### config.mk
export PLATFORM = sky130hd
export DESIGN_NAME = energy_voice_gate_with_preroll_unit
export DESIGN_NICKNAME = d
export VERILOG_FILES = /design/src/rtl/evg_pkg.sv /design/src/rtl/evg_ram.sv /design/src/rtl/evg_queue.sv /design/src/rtl/evg_front.sv /design/src/rtl/evg_back.sv /design/src/rtl/energy_voice_gate_with_preroll_unit.sv
export VERILOG_INCLUDE_DIRS = /design/src /design/src/rtl
export SDC_FILE = /design/constraint.sdc
export NUM_CORES = 2
export LEC_CHECK = 0
export BUFFER_PORTS_ARGS = -buffer_cell sky130_fd_sc_hd__buf_2
export CORE_MARGIN = 5
export CORE_UTILIZATION = 45
export DETAILED_ROUTE_END_ITERATION = 16
export PLACE_DENSITY_LB_ADDON = 0.15
export SLEW_MARGIN = 20
export SYNTH_ARGS = -nofsm -noshare
export SYNTH_HDL_FRONTEND = slang
export SYNTH_SLANG_ARGS = --single-unit
### constraint.sdc
create_clock -name i_clk -period 7.1 [get_ports i_clk]
set_input_delay 0.355 -clock i_clk [delete_from_list [all_inputs] [get_ports i_clk]]
set_output_delay 0.355 -clock i_clk [all_outputs]
set_load 0.03 [all_outputs]
### src/rtl/energy_voice_gate_with_preroll_unit_defines.svh
//------------------------------------------------------------------------------
// Voice gate assertion macros
// Concurrent assertion wrappers shared by the voice gate RTL. Define
// NO_ASSERTIONS to compile them away.
//------------------------------------------------------------------------------
`ifndef ENERGY_VOICE_GATE_WITH_PREROLL_UNIT_DEFINES_SVH
`define ENERGY_VOICE_GATE_WITH_PREROLL_UNIT_DEFINES_SVH

`ifndef NO_ASSERTIONS
`define EVG_ASSERT(lbl, clk, rst_n, prop) \
    lbl: assert property (@(posedge clk) disable iff (!rst_n) prop) \
        else $error("voice gate assertion failed");
`define EVG_ASSERT_NORST(lbl, clk, prop) \
    lbl: assert property (@(posedge clk) prop) \
        else $error("voice gate assertion failed");
`else
`define EVG_ASSERT(lbl, clk, rst_n, prop)
`define EVG_ASSERT_NORST(lbl, clk, prop)
`endif

`endif

### src/rtl/evg_pkg.sv
//------------------------------------------------------------------------------
// Voice gate package
// Register indexes, command format between the front and back parts, and
// the back part's state encoding.
//------------------------------------------------------------------------------
package evg_pkg;

    localparam int SAMPLE_W    = 16;
    localparam int TIME_W      = 48;
    localparam int QUEUE_DEPTH = 4;
    localparam int CMD_FIRST_W = 4;
    localparam int CMD_FILL_W  = 5;

    localparam logic [1:0] REG_THRESHOLD = 2'd0;
    localparam logic [1:0] REG_HOLD      = 2'd1;
    localparam logic [1:0] REG_DEBOUNCE  = 2'd2;

    typedef enum logic {
        CMD_PASS,
        CMD_REPLAY
    } t_cmd_kind;

    typedef struct packed {
        t_cmd_kind                kind;
        logic [SAMPLE_W-1:0]      sample;
        logic [CMD_FIRST_W-1:0]   first;
        logic [CMD_FILL_W-1:0]    fill;
    } t_cmd;

    typedef enum logic [1:0] {
        BK_IDLE,
        BK_READ,
        BK_EMIT
    } t_back_state;

endpackage

### src/rtl/evg_ram.sv
//------------------------------------------------------------------------------
// Generic RAM
// Single write port, single read port with registered read data.
//------------------------------------------------------------------------------
module evg_ram #(
    parameter int WIDTH = 16,
    parameter int DEPTH = 64
) (
    input  logic                                  i_clk,
    input  logic                                  i_wr_en,
    input  logic [(DEPTH > 1 ? $clog2(DEPTH) : 1)-1:0] i_wr_addr,
    input  logic [WIDTH-1:0]                      i_wr_data,
    input  logic                                  i_rd_en,
    input  logic [(DEPTH > 1 ? $clog2(DEPTH) : 1)-1:0] i_rd_addr,
    output logic [WIDTH-1:0]                      o_rd_data
);

    logic [WIDTH-1:0] r_mem [DEPTH];
    logic [WIDTH-1:0] r_rd_data;

    always_ff @(posedge i_clk) begin
        if (i_wr_en) begin
            r_mem[i_wr_addr] <= i_wr_data;
        end
        if (i_rd_en) begin
            r_rd_data <= r_mem[i_rd_addr];
        end
    end

    assign o_rd_data = r_rd_data;

endmodule

### src/rtl/evg_queue.sv
//------------------------------------------------------------------------------
// Voice gate command queue
// Short register queue that decouples the classifier from the output side.
//------------------------------------------------------------------------------
`include "energy_voice_gate_with_preroll_unit_defines.svh"

module evg_queue (
    input  logic          i_clk,
    input  logic          i_rst_n,
    input  logic          i_push,
    input  evg_pkg::t_cmd i_cmd,
    output logic          o_full,
    input  logic          i_pop,
    output evg_pkg::t_cmd o_cmd,
    output logic          o_empty
);

    localparam int QD    = evg_pkg::QUEUE_DEPTH;
    localparam int PTR_W = $clog2(QD);
    localparam int CNT_W = $clog2(QD + 1);

    evg_pkg::t_cmd    r_mem [QD];
    logic [PTR_W-1:0] r_wr_ptr;
    logic [PTR_W-1:0] r_rd_ptr;
    logic [CNT_W-1:0] r_count;

    assign o_full  = (r_count == CNT_W'(QD));
    assign o_empty = (r_count == '0);
    assign o_cmd   = r_mem[r_rd_ptr];

    always_ff @(posedge i_clk) begin
        if (i_push) begin
            r_mem[r_wr_ptr] <= i_cmd;
        end
    end

    always_ff @(posedge i_clk) begin
        if (!i_rst_n) begin
            r_wr_ptr <= '0;
            r_rd_ptr <= '0;
            r_count  <= '0;
        end else begin
            if (i_push) begin
                r_wr_ptr <= (r_wr_ptr == PTR_W'(QD - 1)) ? '0 : r_wr_ptr + PTR_W'(1);
            end
            if (i_pop) begin
                r_rd_ptr <= (r_rd_ptr == PTR_W'(QD - 1)) ? '0 : r_rd_ptr + PTR_W'(1);
            end
            if (i_push && !i_pop) begin
                r_count <= r_count + CNT_W'(1);
            end else if (i_pop && !i_push) begin
                r_count <= r_count - CNT_W'(1);
            end
        end
    end

    `EVG_ASSERT(a_queue_no_overflow, i_clk, i_rst_n, i_push |-> !o_full)
    `EVG_ASSERT(a_queue_no_underflow, i_clk, i_rst_n, i_pop |-> !o_empty)

endmodule

### src/rtl/evg_front.sv
//------------------------------------------------------------------------------
// Voice gate front end
// Accepts samples, accumulates frame energy, runs the gate decision, writes
// the preroll ring while the gate is closed and queues output commands.
//------------------------------------------------------------------------------
`include "energy_voice_gate_with_preroll_unit_defines.svh"

module evg_front #(
    parameter int FS = 16,
    parameter int PF = 4
) (
    input  logic                                 i_clk,
    input  logic                                 i_rst_n,
    input  logic                                 i_valid,
    output logic                                 o_ready,
    input  logic signed [evg_pkg::SAMPLE_W-1:0]  i_sample,
    input  logic [evg_pkg::TIME_W-1:0]           i_time,
    input  logic [16+$clog2(FS+1)-1:0]           i_thr_scaled,
    input  logic [31:0]                          i_hold,
    input  logic [7:0]                           i_debounce,
    input  logic                                 i_q_full,
    output logic                                 o_push,
    output evg_pkg::t_cmd                        o_cmd,
    output logic                                 o_wr_en,
    output logic [(PF*FS > 1 ? $clog2(PF*FS) : 1)-1:0] o_wr_addr,
    output logic [evg_pkg::SAMPLE_W-1:0]         o_wr_data,
    input  logic                                 i_replay_done
);

    localparam int SUM_W  = 16 + $clog2(FS + 1);
    localparam int POS_W  = (FS > 1) ? $clog2(FS) : 1;
    localparam int SLOT_W = (PF > 1) ? $clog2(PF) : 1;
    localparam int FILL_W = $clog2(PF + 1);
    localparam int FSUM_W = $clog2(2 * PF + 1);
    localparam int ADDR_W = (PF * FS > 1) ? $clog2(PF * FS) : 1;
    localparam int TW     = evg_pkg::TIME_W;
    localparam int FW     = evg_pkg::CMD_FIRST_W;
    localparam int LW     = evg_pkg::CMD_FILL_W;

    logic              r_gate_open, n_gate_open;
    logic [TW-1:0]     r_lvt, n_lvt;
    logic [7:0]        r_run, n_run;
    logic [SLOT_W-1:0] r_slot, n_slot;
    logic [FILL_W-1:0] r_fill, n_fill;
    logic [SUM_W-1:0]  r_sum, n_sum;
    logic [POS_W-1:0]  r_pos, n_pos;
    logic              r_replay_busy, n_replay_busy;

    logic              accept;
    logic [15:0]       raw;
    logic [15:0]       mag;
    logic [SUM_W-1:0]  sum_acc;
    logic              frame_end;
    logic              voice;
    logic [TW-1:0]     elapsed;
    logic              hold_done;
    logic [SLOT_W-1:0] slot_inc;
    logic [FILL_W-1:0] fill_inc;
    logic [7:0]        run_inc;
    logic              open_now;
    logic [FSUM_W-1:0] first_sum;
    logic [SLOT_W-1:0] first_idx;

    assign o_ready = !i_q_full && (r_gate_open || !r_replay_busy);
    assign accept  = i_valid && o_ready;

    assign raw       = i_sample;
    assign mag       = raw[15] ? (~raw + 16'd1) : raw;
    assign sum_acc   = r_sum + SUM_W'(mag);
    assign frame_end = (r_pos == POS_W'(FS - 1));
    assign voice     = (sum_acc >= i_thr_scaled);
    assign elapsed   = i_time - r_lvt;
    assign hold_done = (elapsed >= {16'd0, i_hold});
    assign slot_inc  = (r_slot == SLOT_W'(PF - 1)) ? '0 : r_slot + SLOT_W'(1);
    assign fill_inc  = (r_fill == FILL_W'(PF)) ? r_fill : r_fill + FILL_W'(1);
    assign run_inc   = !voice ? 8'd0 : ((r_run == 8'hFF) ? r_run : r_run + 8'd1);
    assign open_now  = (run_inc >= i_debounce);
    assign first_sum = FSUM_W'(slot_inc) + FSUM_W'(PF) - FSUM_W'(fill_inc);
    assign first_idx = (first_sum >= FSUM_W'(PF)) ? SLOT_W'(first_sum - FSUM_W'(PF))
                                                 : SLOT_W'(first_sum);

    assign o_wr_addr = ADDR_W'(int'(r_slot) * FS + int'(r_pos));
    assign o_wr_data = raw;

    always_comb begin
        n_gate_open   = r_gate_open;
        n_lvt         = r_lvt;
        n_run         = r_run;
        n_slot        = r_slot;
        n_fill        = r_fill;
        n_sum         = r_sum;
        n_pos         = r_pos;
        n_replay_busy = r_replay_busy;
        o_push        = 1'b0;
        o_wr_en       = 1'b0;
        o_cmd.kind    = evg_pkg::CMD_PASS;
        o_cmd.sample  = raw;
        o_cmd.first   = FW'(first_idx);
        o_cmd.fill    = LW'(fill_inc);

        if (i_replay_done) begin
            n_replay_busy = 1'b0;
        end

        if (accept) begin
            n_sum = frame_end ? '0 : sum_acc;
            n_pos = frame_end ? '0 : r_pos + POS_W'(1);
            if (r_gate_open) begin
                o_push = 1'b1;
                if (frame_end) begin
                    if (voice) begin
                        n_lvt = i_time;
                    end else if (hold_done) begin
                        n_gate_open = 1'b0;
                        n_run       = '0;
                        n_fill      = '0;
                        n_slot      = '0;
                    end
                end
            end else begin
                o_wr_en = 1'b1;
                if (frame_end) begin
                    n_slot = slot_inc;
                    n_fill = fill_inc;
                    n_run  = run_inc;
                    if (open_now) begin
                        n_gate_open   = 1'b1;
                        n_lvt         = i_time;
                        n_run         = '0;
                        n_fill        = '0;
                        n_slot        = '0;
                        n_replay_busy = 1'b1;
                        o_push        = 1'b1;
                        o_cmd.kind    = evg_pkg::CMD_REPLAY;
                    end
                end
            end
        end
    end

    always_ff @(posedge i_clk) begin
        if (!i_rst_n) begin
            r_gate_open   <= 1'b1;
            r_lvt         <= '0;
            r_run         <= '0;
            r_slot        <= '0;
            r_fill        <= '0;
            r_sum         <= '0;
            r_pos         <= '0;
            r_replay_busy <= 1'b0;
        end else begin
            r_gate_open   <= n_gate_open;
            r_lvt         <= n_lvt;
            r_run         <= n_run;
            r_slot        <= n_slot;
            r_fill        <= n_fill;
            r_sum         <= n_sum;
            r_pos         <= n_pos;
            r_replay_busy <= n_replay_busy;
        end
    end

    `EVG_ASSERT(a_no_ring_write_in_replay, i_clk, i_rst_n, o_wr_en |-> !r_replay_busy)
    `EVG_ASSERT(a_fill_bounded, i_clk, i_rst_n, r_fill <= FILL_W'(PF))

endmodule

### src/rtl/evg_back.sv
//------------------------------------------------------------------------------
// Voice gate back end
// Takes commands from the queue, drives the output register and replays the
// preroll ring by reading it one sample at a time.
//------------------------------------------------------------------------------
`include "energy_voice_gate_with_preroll_unit_defines.svh"

module evg_back #(
    parameter int FS = 16,
    parameter int PF = 4
) (
    input  logic                                 i_clk,
    input  logic                                 i_rst_n,
    input  logic                                 i_q_empty,
    output logic                                 o_pop,
    input  evg_pkg::t_cmd                        i_cmd,
    output logic                                 o_rd_en,
    output logic [(PF*FS > 1 ? $clog2(PF*FS) : 1)-1:0] o_rd_addr,
    input  logic [evg_pkg::SAMPLE_W-1:0]         i_rd_data,
    output logic                                 o_valid,
    input  logic                                 i_ready,
    output logic signed [evg_pkg::SAMPLE_W-1:0]  o_sample,
    output logic                                 o_replayed,
    output logic                                 o_last,
    output logic                                 o_replay_done
);

    localparam int DEPTH  = PF * FS;
    localparam int ADDR_W = (DEPTH > 1) ? $clog2(DEPTH) : 1;
    localparam int REM_W  = $clog2(DEPTH + 1);
    localparam int SLOT_W = (PF > 1) ? $clog2(PF) : 1;
    localparam int FILL_W = $clog2(PF + 1);
    localparam int SW     = evg_pkg::SAMPLE_W;

    evg_pkg::t_back_state r_state, n_state;
    logic [ADDR_W-1:0]    r_addr;
    logic [REM_W-1:0]     r_remain;
    logic                 r_out_valid;
    logic [SW-1:0]        r_out_sample;
    logic                 r_out_replayed;
    logic                 r_out_last;

    logic out_free;
    logic final_sample;
    logic load;
    logic load_replayed;
    logic load_last;
    logic start_replay;
    logic step;

    assign out_free     = !r_out_valid || i_ready;
    assign final_sample = (r_remain == REM_W'(1));

    always_comb begin
        n_state = r_state;
        unique case (r_state)
            evg_pkg::BK_IDLE: begin
                if (!i_q_empty && out_free && (i_cmd.kind == evg_pkg::CMD_REPLAY)) begin
                    n_state = evg_pkg::BK_READ;
                end
            end
            evg_pkg::BK_READ: begin
                n_state = evg_pkg::BK_EMIT;
            end
            evg_pkg::BK_EMIT: begin
                if (out_free) begin
                    n_state = final_sample ? evg_pkg::BK_IDLE : evg_pkg::BK_READ;
                end
            end
            default: begin
                n_state = evg_pkg::BK_IDLE;
            end
        endcase
    end

    always_comb begin
        o_pop         = 1'b0;
        o_rd_en       = 1'b0;
        load          = 1'b0;
        load_replayed = 1'b0;
        load_last     = 1'b0;
        start_replay  = 1'b0;
        step          = 1'b0;
        o_replay_done = 1'b0;
        unique case (r_state)
            evg_pkg::BK_IDLE: begin
                if (!i_q_empty && out_free) begin
                    o_pop = 1'b1;
                    if (i_cmd.kind == evg_pkg::CMD_PASS) begin
                        load      = 1'b1;
                        load_last = 1'b1;
                    end else begin
                        start_replay = 1'b1;
                    end
                end
            end
            evg_pkg::BK_READ: begin
                o_rd_en = 1'b1;
            end
            evg_pkg::BK_EMIT: begin
                if (out_free) begin
                    load          = 1'b1;
                    load_replayed = 1'b1;
                    load_last     = final_sample;
                    step          = 1'b1;
                    o_replay_done = final_sample;
                end
            end
            default: begin
            end
        endcase
    end

    assign o_rd_addr = r_addr;

    always_ff @(posedge i_clk) begin
        if (start_replay) begin
            r_addr   <= ADDR_W'(int'(i_cmd.first[SLOT_W-1:0]) * FS);
            r_remain <= REM_W'(int'(i_cmd.fill[FILL_W-1:0]) * FS);
        end else if (step) begin
            r_addr   <= (r_addr == ADDR_W'(DEPTH - 1)) ? '0 : r_addr + ADDR_W'(1);
            r_remain <= r_remain - REM_W'(1);
        end
        if (load) begin
            r_out_sample   <= load_replayed ? i_rd_data : i_cmd.sample;
            r_out_replayed <= load_replayed;
            r_out_last     <= load_last;
        end
    end

    always_ff @(posedge i_clk) begin
        if (!i_rst_n) begin
            r_state     <= evg_pkg::BK_IDLE;
            r_out_valid <= 1'b0;
        end else begin
            r_state <= n_state;
            if (load) begin
                r_out_valid <= 1'b1;
            end else if (i_ready) begin
                r_out_valid <= 1'b0;
            end
        end
    end

    assign o_valid    = r_out_valid;
    assign o_sample   = $signed(r_out_sample);
    assign o_replayed = r_out_replayed;
    assign o_last     = r_out_last;

    `EVG_ASSERT(a_emit_has_samples, i_clk, i_rst_n,
        (r_state == evg_pkg::BK_EMIT) |-> (r_remain != '0))
    `EVG_ASSERT_NORST(a_reset_to_idle, i_clk, !i_rst_n |=> (r_state == evg_pkg::BK_IDLE))

endmodule

### src/rtl/energy_voice_gate_with_preroll_unit.sv
//------------------------------------------------------------------------------
// Energy voice gate with preroll
// Frame energy voice detector that gates an audio stream and replays the
// frames recorded just before the gate opened.
//------------------------------------------------------------------------------
// Samples enter on the s_axis channel (sample and 48-bit millisecond time) and
// leave on the m_axis channel; tuser marks replayed samples and tlast marks the
// final result caused by one input sample. Registers must be written over the APB
// port only while the block is idle; the block itself does not enforce this.
// While the gate is open every sample is passed on through the command queue to
// the output register, one sample per cycle while m_axis_tready stays high. While
// the gate is closed, samples are written into the preroll RAM and give no result.
// On the frame end that opens the gate, fill * FRAME_SAMPLES samples are replayed
// from the RAM oldest first, each in a read state and then an emit state for its
// registered read; input stays accepted during a replay while the gate remains
// open, and is held off when a closed gate would write the RAM before it ends.
// A four-entry command queue between the classifier and the output register lets
// input keep flowing while m_axis_tready is low, until the queue fills.
// Reset leaves the gate open, all counters at zero and the registers at their
// defaults; the preroll RAM is not cleared and needs no clearing pass.
//------------------------------------------------------------------------------
module energy_voice_gate_with_preroll_unit #(
    parameter int FRAME_SAMPLES  = 16,
    parameter int PREROLL_FRAMES = 4
) (
    input  logic        i_clk,
    input  logic        i_rst_n,
    input  logic        s_axis_tvalid,
    output logic        s_axis_tready,
    // [15:0] sample, [63:16] time_ms
    input  logic [63:0] s_axis_tdata,
    output logic        m_axis_tvalid,
    input  logic        m_axis_tready,
    // [15:0] out_sample
    output logic [15:0] m_axis_tdata,
    // [0] replayed
    output logic        m_axis_tuser,
    output logic        m_axis_tlast,
    input  logic        psel,
    input  logic        penable,
    input  logic        pwrite,
    input  logic [3:0]  paddr,
    input  logic [31:0] pwdata,
    output logic [31:0] prdata,
    output logic        pready
);

    localparam int FS     = FRAME_SAMPLES;
    localparam int PF     = PREROLL_FRAMES;
    localparam int DEPTH  = PF * FS;
    localparam int ADDR_W = (DEPTH > 1) ? $clog2(DEPTH) : 1;
    localparam int SUM_W  = 16 + $clog2(FS + 1);

    logic [15:0]      r_thr;
    logic [SUM_W-1:0] r_thr_scaled;
    logic [31:0]      r_hold;
    logic [7:0]       r_debounce;
    logic             cfg_write;

    evg_pkg::t_cmd    push_cmd;
    evg_pkg::t_cmd    pop_cmd;
    logic             q_push;
    logic             q_pop;
    logic             q_full;
    logic             q_empty;
    logic             wr_en;
    logic [ADDR_W-1:0] wr_addr;
    logic [15:0]      wr_data;
    logic             rd_en;
    logic [ADDR_W-1:0] rd_addr;
    logic [15:0]      rd_data;
    logic             replay_done;
    logic signed [15:0] out_sample;

    assign pready    = 1'b1;
    assign cfg_write = psel && penable && pwrite && pready;

    always_ff @(posedge i_clk) begin
        if (!i_rst_n) begin
            r_thr        <= 16'd256;
            r_thr_scaled <= SUM_W'(256 * FS);
            r_hold       <= 32'd1000;
            r_debounce   <= 8'd2;
        end else if (cfg_write) begin
            unique case (paddr[3:2])
                evg_pkg::REG_THRESHOLD: begin
                    r_thr        <= pwdata[15:0];
                    r_thr_scaled <= SUM_W'(int'(pwdata[15:0]) * FS);
                end
                evg_pkg::REG_HOLD: begin
                    r_hold <= pwdata;
                end
                evg_pkg::REG_DEBOUNCE: begin
                    r_debounce <= pwdata[7:0];
                end
                default: begin
                end
            endcase
        end
    end

    always_comb begin
        unique case (paddr[3:2])
            evg_pkg::REG_THRESHOLD: prdata = {16'd0, r_thr};
            evg_pkg::REG_HOLD:      prdata = r_hold;
            evg_pkg::REG_DEBOUNCE:  prdata = {24'd0, r_debounce};
            default:                prdata = '0;
        endcase
    end

    evg_front #(
        .FS (FS),
        .PF (PF)
    ) u_front (
        .i_clk         (i_clk),
        .i_rst_n       (i_rst_n),
        .i_valid       (s_axis_tvalid),
        .o_ready       (s_axis_tready),
        .i_sample      ($signed(s_axis_tdata[15:0])),
        .i_time        (s_axis_tdata[63:16]),
        .i_thr_scaled  (r_thr_scaled),
        .i_hold        (r_hold),
        .i_debounce    (r_debounce),
        .i_q_full      (q_full),
        .o_push        (q_push),
        .o_cmd         (push_cmd),
        .o_wr_en       (wr_en),
        .o_wr_addr     (wr_addr),
        .o_wr_data     (wr_data),
        .i_replay_done (replay_done)
    );

    evg_queue u_queue (
        .i_clk   (i_clk),
        .i_rst_n (i_rst_n),
        .i_push  (q_push),
        .i_cmd   (push_cmd),
        .o_full  (q_full),
        .i_pop   (q_pop),
        .o_cmd   (pop_cmd),
        .o_empty (q_empty)
    );

    evg_ram #(
        .WIDTH (16),
        .DEPTH (DEPTH)
    ) u_ring (
        .i_clk     (i_clk),
        .i_wr_en   (wr_en),
        .i_wr_addr (wr_addr),
        .i_wr_data (wr_data),
        .i_rd_en   (rd_en),
        .i_rd_addr (rd_addr),
        .o_rd_data (rd_data)
    );

    evg_back #(
        .FS (FS),
        .PF (PF)
    ) u_back (
        .i_clk         (i_clk),
        .i_rst_n       (i_rst_n),
        .i_q_empty     (q_empty),
        .o_pop         (q_pop),
        .i_cmd         (pop_cmd),
        .o_rd_en       (rd_en),
        .o_rd_addr     (rd_addr),
        .i_rd_data     (rd_data),
        .o_valid       (m_axis_tvalid),
        .i_ready       (m_axis_tready),
        .o_sample      (out_sample),
        .o_replayed    (m_axis_tuser),
        .o_last        (m_axis_tlast),
        .o_replay_done (replay_done)
    );

    assign m_axis_tdata = out_sample;

endmodule

==> results.tsv <==
stage	metric	value	unit
status	status	finished, final reports clean	
critical_path	Worst Path Required	7.76	ns
synthesis	FFs w/ async S/R, synth	0	
timing	Tmin final	6.888	ns
grt	number of global-route vias before repair	31480	
synthesis	Synth top cells by count	edfxtp_1, mux4_2, nand2_1	
grt	met3 usage	0.03733	
die	Initial Util	0.4535	
critical_path	Crit. Startpoint	s_axis_tdata[3]	
grt	initial antenna violation count	6	
critical_path	origin of the critical flop-to-flop path	u_front.r_sum[0]	
die	area of the die	132100	um2
final_layout	Final Cell Area	65430	um2
grt	pin count of the biggest net entering global routing	116	
timing	final period utilization	0.9702	
die	Die X-Extent	363.4	um
timing	Slew headroom	0.2823	
timing	Clock Skew	0.03350	ns
power_and_ir_drop	Max IR drop VDD	0.0002505	V
cts	Max Buffers Root-to-Sink	3	
synthesis	cell with the most instances after synthesis	edfxtp_1	
synthesis	Synthesized Nets	3668	
die	Core ar.	124000	um2
synthesis	yosys warns	0	
drt	DR vias/cell	5.679	
cts	Num CTS Buffers	142	
final_layout	ratio of cells with drive above 1 in the final layout	0.2476	
cts	clock net sink count	1315	
critical_path	crit path kind	input pin to flip-flop	
timing	unrepaired setup endpoints after global routing	yes	
drt	DR pass1 iterations	7	
grt	first-pass GRT wire length	213.3	mm
synthesis	post-synth top area cell	edfxtp_1	
critical_path	Worst Setup Start Kind	input pin	
synthesis	syn avg cell area	16.44	um2
cts	clock slew at reported path FFs	0.06	ns
drt	per-cell routed wire length	26.21	um
timing	setup TNS	0	ns
timing	Hold Worst Slack	0.04492	ns
flow_run	Max Cap Viol	0	
critical_path	CP max stage cell	or4_4	
timing	Worst Tran Pin Value	1.065	ns
cts	H-tree depth	4	
synthesis	Netlist cell types	74	
drt	initial DRC count	3023	
critical_path	Critical Path Sink Type	flip-flop	
power_and_ir_drop	leakage power	21.40	nW
drt	Routed Antenna Nets	0	
die	Die Y	363.4	um
synthesis	FF+latch count, synth	1315	
critical_path	Crit path largest cell delay	0.62	ns
synthesis	EDFF count, synth	1151	
place	placer congestion estimate	0.8305	
final_layout	P&R area growth vs syn	16.39	%
drt	WL final	145.7	mm
drt	detailed-route via count	31560	
timing	Final setup viols	0	
critical_path	crit path DAT	7.55	ns
place	placed inst area	60030	um2
critical_path	most common cell type on the critical path	a21o_1	
critical_path	Crit Path Max Fanout	3	
grt	GRT Total Usage	0.2203	
synthesis	Mapped Area	56210	um2
synthesis	ys flop type	edfxtp_1	
final_layout	final core utilization	0.5278	
hold_path	Worst Hold Class	input pin to flip-flop	
grt	met1 Usage GRT	0.3139	
synthesis	Cells after Synth	3419	
cts	clk_lat worst skew	0.76	ns
place	I/O Buffers	156	
grt	grt peak-use layer	met2	
synthesis	top cell type's share of synthesized area	0.6149	
place	DP HPWL	92.16	mm
cts	CTS tree	done	
die	num ports	160	
synthesis	leading post-synthesis cells by cell area	edfxtp_1, mux4_2, dfxtp_1	
final_layout	post-layout net count	4053	
grt	global-route met2 utilization	0.3576	
grt	GRT overflow	0	
cts	CTS Root Cell	clkbuf_16	
timing	Hold Fails Final Rpt	0	
drt	# DRC	0	
power_and_ir_drop	PD cells	308.5	nW/um2
die	row count	129	
synthesis	Seq/Total Area, Yosys	0.6733	
timing	Max Freq	0.1452	GHz
timing	Slew Viols, Final	0	
hold_path	Hold Startpoint	i_rst_n	
## layout make-up
type                    instances  area, um2
fillers                     10050      58530
flip-flops and latches       1315      37860
multi-input cells            1795      17440
clock buffers                 196       3913
repair buffers                413       3079
well taps                    1637       2048
clock inverters                62      559.3
inverters                     137      516.7
diodes                          2      5.005
## cell families (layout without fill, tap and decap cells)
family,count (synthesis),count (layout),share of synthesized area
flip-flops,1315,1315,0.6733
AND/OR/NAND/NOR,719,719,0.05611
multiplexers,439,439,0.1579
AO/OA/AOI/OAI,411,411,0.04656
buffers and inverters,309,808,0.02117
adder cells (fa/ha/maj),142,142,0.03201
XOR/XNOR,83,83,0.01293
other,1,3,0.00006671
## repair_timing
| action | in CTS | in global routing |
|---|---|---|
| hold endpoints to repair | 104 | 0 |
| setup endpoints to repair | 0 | 72 |
| setup buffers | 0 | 3 |
| resized for setup | 0 | 15 |
| hold buffers | 80 | 0 |
## report_power, final
part | internal, W | leakage (nW) | total (W) | switching [W]
clock | 0.00409 | 2.18 | 0.00710 | 0.00301
combinational | 0.00198 | 7.52 | 0.00419 | 0.00221
sequential | 0.00868 | 11.7 | 0.00889 | 0.000217
total | 0.0148 | 21.4 | 0.0202 | 0.00543
## state kept, by name (all words and copies together), names as in the netlist, 2 cells and up, named ones only
signal and cells:
r_debounce 8, u_back.o_rd_addr 6, u_front.r_run 8, u_ring.o_rd_data 16
r_hold 32, u_ring.r_mem 1024, u_front.r_sum 21, r_thr 16
u_back.o_sample 16, u_queue.r_mem 88, u_front.r_slot 2, u_front.r_pos 4
u_back.r_state 2, u_front.r_fill 3, u_back.r_remain 7, u_queue.r_count 3
u_queue.r_rd_ptr 2, u_queue.r_wr_ptr 2, u_front.r_lvt 48
## path summary, 6_finish.rpt
check                                     endpoint  slack [ns]  depth (start not counted)
worst max register to register  u_queue.r_count[2]        0.71                         35
worst min-delay path                     r_hold[9]        0.04                          2
worst min register to register    u_front.r_sum[0]        0.46                          2
worst max-delay path            u_queue.r_count[2]        0.21                         37
## worst max-delay path: cells and delay by family
| kind | cells | cell delay, ns |
|---|---|---|
| simple gates | 10 | 2.25 |
| compound gates | 16 | 3.03 |
| xor+xnor | 3 | 0.39 |
| buf+inv | 3 | 0.35 |
| fa+ha+maj | 5 | 1.13 |
## through the flow
step / setup WS [ns] / cells / power [W]
4_1_cts: 0.05175 / 5550 / 0.02039
3_3_place_gp: -0.6882 / 5212 / 0.01325
6_report: 0.2116 / 5557 / 0.02018
5_1_grt: -0.08934 / 5555 / 0.02103
2_1_floorplan: -0.1020 / 3419 / 0.01181
3_5_place_dp: -0.6928 / 5212 / 0.01326
## metal layers
metal,wire (um),part of all wire
met5,12,0.000082
met3,9448,0.065
met1,62450,0.43
met2,70420,0.48
met4,3348,0.023
## placed cells by master, fill, tap and decap left out, types with 14 or more instances in the layout
| cell type | count |
|---|---|
| edfxtp_1 | 1151 |
| mux4_2 | 358 |
| nand2_1 | 262 |
| nor2_1 | 218 |
| buf_4 | 164 |
| dfxtp_1 | 160 |
| buf_2 | 155 |
| clkbuf_16 | 147 |
| a21oi_1 | 146 |
| ha_1 | 137 |
| inv_1 | 135 |
| mux2i_1 | 80 |
| dlygate4sd3_1 | 80 |
| o21ai_0 | 70 |
| xnor2_1 | 59 |
| clkbuf_1 | 44 |
| nand3_1 | 40 |
| a21o_1 | 37 |
| nor2_2 | 36 |
| and2_1 | 28 |
| nor3_1 | 27 |
| clkinv_2 | 24 |
| xor2_1 | 23 |
| nand4_1 | 22 |
| o211ai_1 | 20 |
| clkinv_1 | 19 |
| or3_1 | 14 |
| and3_1 | 14 |
| o21a_1 | 14 |
| o21ai_1 | 14 |
No activity file was read; power rests on OpenSTA's default activity.
